`src/rtl/keyframe_position_lerp_defines.svh`:
```
// ----------------------------------------------------------------------------
// Keyframe position lerp assertion macros
// Shared property wrappers. Each expects clk and rst in the using scope.
// ----------------------------------------------------------------------------
`ifndef KEYFRAME_POSITION_LERP_DEFINES_SVH
`define KEYFRAME_POSITION_LERP_DEFINES_SVH

// Same-cycle implication, checked outside of reset.
`define KPL_ASSERT_IMPL(lbl, ante, cons, msg) \
  lbl: assert property (@(posedge clk) disable iff (rst) (ante) |-> (cons)) else $error(msg);

// Next-cycle implication, checked outside of reset.
`define KPL_ASSERT_NEXT(lbl, ante, cons, msg) \
  lbl: assert property (@(posedge clk) disable iff (rst) (ante) |=> (cons)) else $error(msg);

`endif

```
`src/rtl/kpl_pkg.sv`:
```
`timescale 1ns / 1ps
// ----------------------------------------------------------------------------
// Keyframe position lerp package
// Sizes, codes and the command and status words between controller and
// datapath.
// ----------------------------------------------------------------------------
package kpl_pkg;

  // Track size and word widths.
  localparam int KEYS      = 64;
  localparam int ADDR_W    = $clog2(KEYS);
  localparam int CNT_W     = 7;
  localparam int DATA_W    = 32;
  localparam int FRAC_BITS = 16;
  localparam int COMPS     = 3;
  localparam int DIV_CNT_W = $clog2(FRAC_BITS);
  localparam int COMP_W    = 2;

  // Request codes.
  typedef enum logic [0:0] {
    REQ_WRITE = 1'b0,
    REQ_QUERY = 1'b1
  } kpl_req_t;

  // Result status codes.
  typedef enum logic [1:0] {
    STAT_INTERP   = 2'd0,
    STAT_HELD     = 2'd1,
    STAT_ZERO_LEN = 2'd2
  } kpl_status_t;

  // Controller states.
  typedef enum logic [2:0] {
    S_IDLE,
    S_SCAN,
    S_CHK,
    S_HOLD,
    S_DIV,
    S_MUL,
    S_ADD,
    S_EMIT
  } kpl_state_t;

  // Commands from the controller to the datapath.
  typedef struct packed {
    logic              key_wr;
    logic              ld_query;
    logic              ld_t2;
    logic              ld_hold;
    logic              div_init;
    logic              ld_diff;
    logic              div_step;
    logic              mul;
    logic              add;
    logic [COMP_W-1:0] comp;
    logic [ADDR_W-1:0] rd_addr;
  } kpl_cmd_t;

  // Compare flags from the datapath to the controller.
  typedef struct packed {
    logic qtime_lt_rd;
    logic t2_le_rd;
  } kpl_sts_t;

endpackage

```
`src/rtl/kpl_ctrl.sv`:
```
`timescale 1ns / 1ps
// ----------------------------------------------------------------------------
// Keyframe position lerp controller
// Holds the key count register and sequences scan, segment checks,
// division and the per-component multiply.
// ----------------------------------------------------------------------------
`include "keyframe_position_lerp_defines.svh"

module kpl_ctrl (
  input  logic                       clk,
  input  logic                       rst,
  input  logic                       start,
  output logic                       busy,
  input  logic [0:0]                 req_type,
  input  logic                       cfg_we,
  input  logic [kpl_pkg::CNT_W-1:0]  cfg_data,
  output kpl_pkg::kpl_cmd_t          cmd,
  input  kpl_pkg::kpl_sts_t          sts,
  output logic                       done,
  output logic [kpl_pkg::ADDR_W-1:0] segment,
  output logic [1:0]                 status
);
  import kpl_pkg::*;

  kpl_state_t            state, state_next;
  kpl_status_t           stat, stat_next;
  logic [CNT_W-1:0]      key_count;
  logic [ADDR_W-1:0]     last_idx;
  logic [ADDR_W-1:0]     idx, idx_next;
  logic [ADDR_W-1:0]     seg, seg_next;
  logic [DIV_CNT_W-1:0]  div_cnt, div_cnt_next;
  logic [COMP_W-1:0]     comp, comp_next;

  // Key count register and the index of the last key in use.
  always_ff @(posedge clk) begin
    if (rst) begin
      key_count <= CNT_W'(1);
    end else if (cfg_we) begin
      key_count <= cfg_data;
    end
  end

  always_comb begin
    if (key_count == '0) begin
      last_idx = '0;
    end else if (key_count > CNT_W'(KEYS)) begin
      last_idx = ADDR_W'(KEYS - 1);
    end else begin
      last_idx = ADDR_W'(key_count - CNT_W'(1));
    end
  end

  // State and sequencing registers.
  always_ff @(posedge clk) begin
    if (rst) begin
      state   <= S_IDLE;
      stat    <= STAT_INTERP;
      idx     <= '0;
      seg     <= '0;
      div_cnt <= '0;
      comp    <= '0;
    end else begin
      state   <= state_next;
      stat    <= stat_next;
      idx     <= idx_next;
      seg     <= seg_next;
      div_cnt <= div_cnt_next;
      comp    <= comp_next;
    end
  end

  assign busy    = (state != S_IDLE);
  assign done    = (state == S_EMIT);
  assign segment = seg;
  assign status  = stat;

  // Next state and datapath commands.
  always_comb begin
    state_next   = state;
    stat_next    = stat;
    idx_next     = idx;
    seg_next     = seg;
    div_cnt_next = div_cnt;
    comp_next    = comp;
    cmd          = '0;
    cmd.rd_addr  = idx;
    cmd.comp     = comp;

    unique case (state)
      S_IDLE: begin
        if (start) begin
          if (req_type == REQ_WRITE) begin
            cmd.key_wr = 1'b1;
          end else begin
            cmd.ld_query = 1'b1;
            if (last_idx == '0) begin
              seg_next    = '0;
              stat_next   = STAT_HELD;
              cmd.rd_addr = '0;
              state_next  = S_HOLD;
            end else begin
              idx_next    = ADDR_W'(1);
              cmd.rd_addr = ADDR_W'(1);
              state_next  = S_SCAN;
            end
          end
        end
      end

      // The read data holds the time of key idx, the end of segment idx-1.
      S_SCAN: begin
        if (sts.qtime_lt_rd) begin
          seg_next    = idx - ADDR_W'(1);
          cmd.ld_t2   = 1'b1;
          cmd.rd_addr = idx - ADDR_W'(1);
          state_next  = S_CHK;
        end else if (idx == last_idx) begin
          seg_next    = idx;
          stat_next   = STAT_HELD;
          cmd.rd_addr = idx;
          state_next  = S_HOLD;
        end else begin
          idx_next    = idx + ADDR_W'(1);
          cmd.rd_addr = idx + ADDR_W'(1);
        end
      end

      // The read data holds the start key of the chosen segment.
      S_CHK: begin
        if (sts.t2_le_rd) begin
          stat_next   = STAT_ZERO_LEN;
          cmd.ld_hold = 1'b1;
          state_next  = S_EMIT;
        end else if (sts.qtime_lt_rd) begin
          stat_next   = STAT_HELD;
          cmd.ld_hold = 1'b1;
          state_next  = S_EMIT;
        end else begin
          stat_next    = STAT_INTERP;
          cmd.div_init = 1'b1;
          cmd.rd_addr  = seg + ADDR_W'(1);
          div_cnt_next = '0;
          state_next   = S_DIV;
        end
      end

      S_HOLD: begin
        cmd.ld_hold = 1'b1;
        state_next  = S_EMIT;
      end

      // One quotient bit per cycle; the end key arrives in the first one.
      S_DIV: begin
        cmd.div_step = 1'b1;
        cmd.ld_diff  = (div_cnt == '0);
        if (div_cnt == DIV_CNT_W'(FRAC_BITS - 1)) begin
          comp_next  = '0;
          state_next = S_MUL;
        end else begin
          div_cnt_next = div_cnt + DIV_CNT_W'(1);
        end
      end

      S_MUL: begin
        cmd.mul    = 1'b1;
        state_next = S_ADD;
      end

      S_ADD: begin
        cmd.add = 1'b1;
        if (comp == COMP_W'(COMPS - 1)) begin
          state_next = S_EMIT;
        end else begin
          comp_next  = comp + COMP_W'(1);
          state_next = S_MUL;
        end
      end

      S_EMIT: begin
        state_next = S_IDLE;
      end

      default: begin
        state_next = S_IDLE;
      end
    endcase
  end

  // Sequencing checks.
  `KPL_ASSERT_IMPL(a_scan_in_range, state == S_SCAN, idx <= last_idx && idx != '0, "scan index out of range")
  `KPL_ASSERT_NEXT(a_query_busy, start && !busy && req_type == REQ_QUERY, busy, "query accepted but block idle")
  `KPL_ASSERT_NEXT(a_emit_once, state == S_EMIT, state == S_IDLE && !done, "result word not single cycle")

endmodule

```
`config.mk`:
```
export PLATFORM = sky130hd
export DESIGN_NAME = kpl_ctrl
export DESIGN_NICKNAME = d
export VERILOG_FILES = /design/src/rtl/kpl_pkg.sv /design/src/rtl/kpl_ctrl.sv
export VERILOG_INCLUDE_DIRS = /design/src /design/src/rtl
export SDC_FILE = /design/constraint.sdc
export NUM_CORES = 1
export LEC_CHECK = 0
export BUFFER_PORTS_ARGS = -buffer_cell sky130_fd_sc_hd__buf_4
export CORE_AREA = 2 2 72 74
export DETAILED_ROUTE_END_ITERATION = 10
export DIE_AREA = 0 0 74 76
export GPL_ROUTABILITY_DRIVEN = 1
export PLACE_DENSITY_LB_ADDON = 0.2
export SLEW_MARGIN = 20
export SYNTH_ARGS = -nofsm -noshare
export SYNTH_HDL_FRONTEND = slang
export SYNTH_SLANG_ARGS = --single-unit
```
`constraint.sdc`:
```
create_clock -name clk -period 5.5 [get_ports clk]
set_clock_uncertainty 0.2 [all_clocks]
set_input_delay 0.55 -clock clk [delete_from_list [all_inputs] [get_ports clk]]
set_output_delay 0.55 -clock clk [all_outputs]
set_load 0.01 [all_outputs]
```
# Yosys cells after proc, flatten, opt, wreduce, memory -nomap -nowiden
# Cells that the tools add are included.
# classes
order_cmp	1
n_addsub	6
bitwise	0
n_reduce_logical	15
eq_ne	22
n_div	0
n_shift	0
mul	0
muxes	60
# op_table
op	n
two-way mux 6 bit	17
two-way mux 2 bit	15
one-hot mux 3 bit (8 select lines)	1
one-hot mux 6 bit (2 select lines)	2
!= test 2 bit, second input constant	11
one-hot mux 6 bit (3 select lines)	1
two-way mux 3 bit	5
adder 6 x 1 -> 6 bit, second input constant	2
== test 3 bit, second input constant	4
two-way mux 1 bit	12
two-way mux 4 bit	3
subtractor 6 x 1 -> 6 bit, second input constant	2
AND reduction 5 bit	2
one-hot mux 4 bit (2 select lines)	1
AND reduction 4 bit	2
greater-than comparator 7 bit, second input constant	1
zero test 7 bit	1
== test 3 x 2 -> 1 bit, second input constant	2
== test 6 bit	1
zero test 6 bit	1
one-hot mux 2 bit (3 select lines)	1
AND reduction 6 bit	1
nonzero test 2 bit	3
nonzero test 3 bit	2
other kinds (11)	11
# totals
rom_bits	0
ramBits	0
output_inout_bits	27
n_memories	0
latchBits	0
inputBits	14
ff_bits	30
elab_cells	111

# Logic depth before layout (Yosys ltp)
# Gate-level depths: netlist (run 1).
# depth
ltp_word	8
ltp_mapped	10
mapped_depth_nobuf	10

# Least setup slack after synthesis (run 1)
# OpenSTA, ideal clock, no wires.
# synth_timing
kind	flip-flop to output port
startpoint	register key_count[3]
endpoint	output port cmd[2] in the netlist's numbering
n_path_buf	1
stages_incl_launch_ff	10
t_arrival_ns	2.624
t_required_ns	4.750
path_slack_ns	2.126
cell_sequence	dfxtp_1 or3_1 buf_2 o21a_1 or4_1 a21o_1 a32o_2 o21ai_2 nor3_1 or3_1
# synth_rtl
element	line_no	text
start, declared	kpl_ctrl.sv:27	logic [CNT_W-1:0] key_count;
start signal, assigned	kpl_ctrl.sv:39	key_count <= cfg_data;
end, declared	kpl_ctrl.sv:17	output kpl_pkg::kpl_cmd_t cmd,

==> results of run 1 <==
==> cell type report <==
cell class	count	area, µm²
clock buffer	7	86.33
clock inverter	1	5.005
fill	485	2167
inverter	22	82.58
multi-input combinational	244	1583
sequential	30	600.6
tap	70	87.58
timing repair buffer	40	300.3
==> report_power, final <==
part	internal [mW]	switching, mW	leakage, nW	total [mW]
clock network	0.101	0.0900	0.0482	0.191
logic	0.167	0.218	0.876	0.385
registers	0.239	0.0411	0.244	0.280
total	0.506	0.349	1.17	0.856
==> layout by cell type (no fill, tap or decap), drive strengths merged, types with 2 or more instances in the layout <==
cell type and count:
buf 40, nor2 33, nand2 31, dfxtp 30, inv 22, nor3 17
a21oi 15, o21ai 15, nand3 13, mux2i 9, xnor2 9, ha 8
clkbuf 7, or3 6, xor2 6, o32ai 6, nand2b 5, and3 5
o211ai 5, a31oi 4, o21a 3, a21o 3, nor3b 3, nor2b 3
a32oi 3, o32a 2, or4 2, and4 2, or2 2, and2 2
o22ai 2, o31ai 2, a22oi 2, nor4 2, a32o 2
==> metrics by stage <==
| step | util [%] | cell area, µm² | hold slack [ps] |
|---|---|---|---|
| 2_1_floorplan | - | 2330 | 284.5 |
| 3_3_place_gp | 54.02 | 2654 | 261.6 |
| 3_5_place_dp | 54.02 | 2654 | 266.2 |
| 4_1_cts | 55.88 | 2745 | 260.7 |
| 5_1_grt | 55.88 | 2745 | 262.9 |
| 6_report | 55.88 | 2745 | 268.9 |
==> flip-flops by register name, indices dropped and copies added (netlist names) <==
signal	cells
comp	2
state	3
key_count	7
div_cnt	4
segment	6
status	2
idx	6
==> path summary, 6_finish.rpt <==
| check | startpoint | end | slack (ps) | depth (start not counted) |
|---|---|---|---|---|
| max | key_count[3] | cmd[0] | 1530 | 9 |
| min | cfg_data[0] | key_count[0] | 270 | 3 |
| max reg2reg | key_count[3] | segment[0] | 2300 | 8 |
| min reg2reg | status[1] | status[1] | 280 | 2 |
==> cell families after synthesis <==
group | count (synthesis) | synth area share (%)
AND/OR/NAND/NOR | 129 | 27.39
XOR/XNOR | 16 | 6.660
multiplexers | 10 | 4.511
buffers and inverters | 38 | 6.283
adder cells (fa/ha/maj) | 9 | 4.726
AO/OA/AOI/OAI | 80 | 24.65
flip-flops | 30 | 25.78
==> metal layers <==
layer	vias up	part of all wire [%]	wire, µm	track usage, %
met2	81	44	2672	33.48
met1	1077	48	2909	33.44
met5	-	0	0	0
met3	9	6.2	371	4.365
li1	1194	-	-	-
met4	0	1.2	72	8.545
==> tightest hold or removal path, cell delays in order <==
cell	delay, ps
buf_4	80
nand2_1	40
o211ai_1	60
==> flow_metrics.tcl, run 1 <==
set metrics [dict create \
    status "completed" \
    ant_nets 0 \
    areaGrowthSynthToFinish_pct 17.83 \
    antenna_found_initial 0 \
    end_kind "output port" \
    ir_drop_v 0.0002379 \
    wl_per_cell_um 14.55 \
    synth_nets 334 \
    clk_path_buf_depth 2 \
    worstPathBufferInverterCount 1 \
    h-tree-depth 2 \
    synth_edf_count 0 \
    root_buffer "clkbuf_8" \
    cpMaxStageDelayCell "or3_1" \
    start_kind "flop" \
    finalCritPeriodShare_pct 72.12 \
    clk_latency_ps 290 \
    drt_first_pass_iters 4 \
    hold_buffers 0 \
    grtUsageTotal_pct 23.03 \
    dpl_worst_slack_ps 1902 \
    via_per_inst 5.703 \
    max_stage_delay_ps 500 \
    post-synth-top-count-cell "nor2_1" \
    synth_top_cell_by_area "dfxtp_1" \
    grt-ovfl-total 0 \
    p_per_area_nw_per_um2 311.8 \
    grt_max_degree 31 \
    power.leakage_nw 1.169 \
    layout.cells.non_filler 414 \
    rows 26 \
    post_cts_resized 0 \
    netlist_area_um2 2330 \
    ys_warn_count 0 \
    die_h_um 76 \
    start_util_pct 47.43 \
    port_buffers 40 \
    gp_congestion 0.8956 \
    dp_hpwl_mm 4.366 \
    max_slew_margin_pct 61.54 \
    fp.dieArea_um2 5624 \
    first_global_vias 2161 \
    postCtsSetupRepairBufs 0 \
    ys_seq_area_share_pct 25.78 \
    avgSynthCellArea_um2 7.467 \
    min_period_ps 3967 \
    power_uw 855.9 \
    layout-drive-gt1-share_pct 16.28 \
    cts.clk_slew.worst_paths_ps 70 \
    fin_ws_ps 1533 \
    cts_tree "built" \
    final_nets 365 \
    synth_cell_types 64 \
    antenna_cells 0 \
    cp_top_family "simple AND/OR/NAND/NOR gates" \
    drt_iter0_markers 191 \
    drv_cap 0 \
    crit_type "reg2out" \
    fmaxAchievable_mhz 252.1 \
    vias 2361 \
    route.final.wire_length_mm 6.025 \
    synth_cells 312 \
    ys_seq_elements 30 \
    critPathArrivalTime_ps 3220 \
    synth_area_leaders "dfxtp_1, nor2_1, nand2_1, ha_1, mux2i_1" \
    setup-tns-final_ps 0 \
    synthFlopType "dfxtp_1" \
    tritoncts_num_sinks 30 \
    slew_viol_final 0 \
    synthTopCellsByCount "nor2_1, nand2_1, dfxtp_1" \
    tightestPinTransition_ps 576.0 \
    synthArstFlopShare_pct 0 \
    hold_viol 0 \
    design.core.area_um2 4912 \
    rsz0062_at_grt "no" \
    setup_viol 0 \
    worst-path-max-fanout 8 \
    min_path_type "in2reg" \
    dp.cells 406 \
    cts_made_buffers 5 \
    synth_top_cell_area_share_pct 25.78 \
    cp_cell_sequence "or3_1 -> o21a_1 -> or4_1 -> a21o_1 -> a32oi_2 -> nand2_1 -> a21oi_1 -> a2bb2oi_1 -> buf_4" \
    io_pins 41 \
    grt_pass1_wl_mm 10.30 \
    dieWidth_um 74 \
    cp_data_required_time_ps 4750 \
    drc_errors 0 \
]
Power figures use the tool's default switching activity.
==> run 2: changes to the inputs <==
==> constraint.sdc (replaced) <==
create_clock -name clk -period 3.6 [get_ports clk]
set_clock_uncertainty 0.2 [all_clocks]
set_input_delay 0.36 -clock clk [delete_from_list [all_inputs] [get_ports clk]]
set_output_delay 0.36 -clock clk [all_outputs]
set_load 0.01 [all_outputs]
==> flow_metrics.tcl, run 2 (synthesis gave the netlist of run 1 again) <==
set metrics [dict create \
    final_common_cell "buf_4" \
    dp_hpwl_mm 4.507 \
    root_buffer "clkbuf_8" \
    final_cell_mix "buf_4, nor2_1, nand2_1, dfxtp_1, inv_1" \
    cts_tree "built" \
    worst-path-max-fanout 4 \
    cpMaxStageDelayCell "or4_1" \
    post_dp_cell_area_um2 2699 \
    ir_drop_v 0.0003239 \
    areaGrowthSynthToFinish_pct 24.65 \
    first_global_vias 2330 \
    design.core.area_um2 4912 \
    crit_path_frequent_cell "or3_4" \
    fp.dieArea_um2 5624 \
    clkPwrFrac_pct 19.4 \
    h-tree-depth 2 \
    start_util_pct 47.43 \
    dpl_worst_slack_ps 168.4 \
    setup_viol 0 \
    die_h_um 76 \
    cp_cell_sequence "or3_4 -> o21a_1 -> or4_1 -> a21o_1 -> a32o_2 -> o21ai_4 -> nor3_2 -> or3_4 -> buf_6" \
    wl_per_cell_um 14.86 \
    p_int_uw 786.5 \
    route.final.wire_length_mm 6.329 \
    status "completed" \
    tritoncts_num_sinks 30 \
    p_sw_uw 549.2 \
    largest_reg_flops 7 \
    max_slew_margin_pct 69.36 \
    final_nets 378 \
    antenna_cells 0 \
    critPathArrivalTime_ps 2990 \
    drt_first_pass_iters 4 \
    start_kind "flop" \
    clk_latency_ps 280 \
    whs_ps 97.21 \
    port_buffers 40 \
    min_path_type "in2reg" \
    cts.clk_slew.worst_paths_ps 60 \
    grtUsageTotal_pct 23.74 \
    grt_pass1_wl_mm 10.78 \
    hold_viol 0 \
    min_from "cfg_data[0]" \
    via_per_inst 5.709 \
    grt-ovfl-total 0 \
    power_mw 1.336 \
    rows 26 \
    max_stage_delay_ps 460 \
    top_register "key_count" \
    p_per_area_nw_per_um2 460.0 \
    dieWidth_um 74 \
    dp.cells 412 \
    fin_ws_ps 46.89 \
    hold_buffers 0 \
    cts_made_buffers 5 \
    gp_congestion 0.9190 \
    crit_type "reg2out" \
    combPwrFrac_pct 48.9 \
    r2r-start "key_count[4]" \
    drt_iter0_markers 192 \
    io_pins 41 \
    layout-drive-gt1-share_pct 23.88 \
    min_period_ps 3553 \
    end_kind "output port" \
    power.leakage_nw 1.238 \
    fin_area_um2 2904 \
    grt_max_degree 31 \
    num-fill-cells 474 \
    worstSetupStartpoint "key_count[4]" \
    seq_area_um2 606.8 \
    layout.cells.non_filler 426 \
    vias 2432 \
    tightestPinTransition_ps 459.0 \
    slew_viol_final 0 \
    fmaxAchievable_mhz 281.4 \
    drv_cap 0 \
    ant_nets 0 \
    antenna_found_initial 0 \
    clk_path_buf_depth 2 \
    finalCritPeriodShare_pct 98.70 \
    cp_data_required_time_ps 3040 \
    multiInputGateArea_um2 1647 \
    seq_power_share_pct 31.7 \
    switching_share_pct 41.12 \
    drc_errors 0 \
]
==> run 2: cell count changes in the layout (fill, tap and decap cells not counted), moves of 2 or more <==
cell / delta
nor3_2: +2
or3_4: +2
o21ai_0: -2
dfxtp_1: -3
nor3_1: -2
dfxtp_2: +2
or3_1: -2
buf_4: +12
==> run 2: routing by layer <==
layer,GRT usage (%),wire length [µm],vias up
met5,0,0,-
met4,8.545,54,0
met3,4.630,409,6
met2,35.80,2959,85
met1,33.31,2905,1116
li1,-,-,1225
==> run 2: critical path: cells and delay by family, from the launching register on <==
family,cells,cell delay [ps]
compound gates,4,920
buf+inv,1,130
flops,1,360
simple gates,4,1310
==> run 2: timing repair <==
item	CTS	global route
setup endpoints to repair	6	6
pin swaps	5	5
gates resized for setup	4	18
buffers inserted	3	4
==> run 2: power by group through the flow <==
stage,Clock (mW),Sequential (mW),Combinational (mW)
floorplan,0,0.404,0.423
global route,0.284,0.430,0.720
finish,0.259,0.424,0.653
global placement,0,0.428,0.604
detailed placement,0,0.428,0.609
CTS,0.269,0.422,0.620
==> run 2: final cells by class <==
type                    count  share of cell area [%]
clock buffers               5                   2.370
inverters                  22                   2.844
clock inverters             2                  0.3447
well taps                  70                   3.016
multi-input cells         244                   56.70
repair buffers             53                   13.83
flip-flops and latches     30                   20.90
==> run 2: path summary, 6_finish.rpt <==
kind | end | slack, ps | cells after the start
hold / removal | key_count[0] | 100 | 3
setup / recovery | cmd[2] | 50 | 9
setup reg to reg | segment[0] | 550 | 8
hold reg to reg | status[1] | 300 | 2
==> run 2: stage by stage <==
| step | utilization [%] | setup TNS [ps] |
|---|---|---|
| after floorplan | - | 0 |
| after global placement | 54.94 | 0 |
| after detailed placement | 54.94 | 0 |
| after CTS | 57.31 | 0 |
| after global routing | 59.12 | -26.31 |
| final | 59.12 | 0 |
==> run 3: changes to the inputs <==
--- a/config.mk
+++ b/config.mk
@@ -7,9 +7,9 @@
 export NUM_CORES = 1
 export LEC_CHECK = 0
 export BUFFER_PORTS_ARGS = -buffer_cell sky130_fd_sc_hd__buf_4
-export CORE_AREA = 2 2 72 74
+export CORE_AREA = 2 2 92 94
 export DETAILED_ROUTE_END_ITERATION = 10
-export DIE_AREA = 0 0 74 76
+export DIE_AREA = 0 0 94 96
 export GPL_ROUTABILITY_DRIVEN = 1
 export PLACE_DENSITY_LB_ADDON = 0.2
 export SLEW_MARGIN = 20
==> flow_metrics.tcl, run 3 (synthesis gave the netlist of run 1 again) <==
set metrics [dict create \
    grt_max_degree 31 \
    start_util_pct 28.94 \
    utilization_pct 36.92 \
    tritoncts_num_sinks 30 \
    vias 2429 \
    cts.clk_slew.worst_paths_ps 70 \
    start_kind "flop" \
    max_stage_delay_ps 470 \
    design.core.area_um2 8051 \
    cpMaxStageDelayCell "or4_1" \
    setup_viol 0 \
    met2_usage_pct 24.58 \
    route.final.wire_length_mm 6.845 \
    layout-drive-gt1-share_pct 23.74 \
    top_register "key_count" \
    dp_hpwl_mm 5.105 \
    max_slew_margin_pct 66.11 \
    h-tree-depth 2 \
    fmaxAchievable_mhz 279.2 \
    root_buffer "clkbuf_8" \
    die_h_um 96 \
    cp_cell_sequence "or3_4 -> o21a_1 -> or4_1 -> a21o_1 -> a32o_2 -> o21ai_2 -> nor3_2 -> or3_1 -> buf_6" \
    cts_tree "built" \
    cts_made_buffers 5 \
    power.leakage_nw 1.259 \
    rrSetupSlack_ps 540 \
    largest_reg_flops 7 \
    ant_nets 0 \
    dieWidth_um 94 \
    wl_per_cell_um 14.78 \
    drc_errors 0 \
    via_per_inst 5.246 \
    busiest_layer "met2" \
    antenna_cells 0 \
    min_path_type "in2reg" \
    setup-tns-final_ps 0 \
    io_pins 41 \
    fp.dieArea_um2 9024 \
    p_per_area_nw_per_um2 473.2 \
    clk_latency_ps 290 \
    final_common_cell "buf_4" \
    min_period_ps 3582 \
    first_global_vias 2285 \
    finalCritPeriodShare_pct 99.49 \
    num-fill-cells 900 \
    worst-path-max-fanout 6 \
    clk_path_buf_depth 2 \
    grtUsageTotal_pct 15.54 \
    final_nets 379 \
    rsz0062_at_grt "yes" \
    critPathArrivalTime_ps 3020 \
    gp_congestion 0.8641 \
    final_cell_mix "buf_4, nor2_1, nand2_1, dfxtp_1, inv_1" \
    drv_cap 0 \
    grt-ovfl-total 0 \
    drt_iter0_markers 80 \
    hold_viol 0 \
    crit_type "reg2out" \
    antenna_found_initial 0 \
    tightestPinTransition_ps 507.7 \
    rows 33 \
    cp_data_required_time_ps 3040 \
    end_kind "output port" \
    status "completed" \
    drt_first_pass_iters 4 \
    met1_usage_pct 21.79 \
    port_buffers 40 \
    areaGrowthSynthToFinish_pct 27.60 \
    slew_viol_final 0 \
    ir_drop_v 0.0002054 \
    grt_pass1_wl_mm 11.12 \
    met3_usage_pct 2.036 \
]
-- run 3: cell types whose count changed in the layout (fill, tap and decap cells not counted), moves of 2 or more --
cell | previous run | this run
clkbuf_8 | 5 | 8
clkinv_2 | 2 | 0
o21ai_1 | 3 | 1
o21ai_2 | 1 | 3
-- run 3: path summary, 6_finish.rpt --
kind,startpoint,endpoint,depth (start not counted)
setup / recovery,key_count[4],cmd[2],9
setup reg to reg,key_count[4],segment[0],8
hold reg to reg,status[1],status[1],2
hold / removal,cfg_data[0],key_count[0],3
-- run 3: per-layer routing --
| metal | share of wire [%] | vias up |
|---|---|---|
| met5 | 0 | - |
| met4 | 1.5 | 0 |
| met3 | 3.3 | 8 |
| met2 | 45 | 47 |
| met1 | 50 | 1152 |
| li1 | - | 1222 |
-- run 3: where the power goes --
group          switching, mW  internal [mW]
logic                  0.369          0.293
registers             0.0528          0.365
clock network          0.134          0.193
total                  0.556          0.851
-- run 3: worst max-delay path, delay by kind of cell (launching register included) --
| family | cells | cell delay, ps |
|---|---|---|
| buffers and inverters | 1 | 130 |
| AO/OA/AOI/OAI | 4 | 940 |
| AND/OR/NAND/NOR | 4 | 1320 |
| flip-flops | 1 | 340 |
-- run 3: per-stage QoR --
step	setup slack [ps]	power, mW	instance area [µm²]	instances	hold slack, ps
floorplan	416.2	0.8265	2330	312	284.5
global placement	228.9	1.056	2765	450	260.2
detailed placement	197.1	1.058	2765	450	268.0
CTS	5.956	1.398	2902	459	95.60
global route	-56.35	1.515	2973	463	108.9
finish	18.19	1.407	2973	463	99.12
-- run 3: timing repair --
action,4_1_cts,5_1_grt
pin swaps,3,6
buffers inserted,1,4
resized for setup,5,14
endpoints found under the setup margin,6,6
hold buffers,0,0
-- run 3: final cells by class --
type / instances / area (µm²) / share of cell area (%)
multi-input combinational: 244 / 1630 / 54.84
sequential: 30 / 609.3 / 20.50
timing repair buffer: 54 / 409.1 / 13.76
tap: 105 / 131.4 / 4.419
clock buffer: 8 / 110.1 / 3.704
inverter: 22 / 82.58 / 2.778
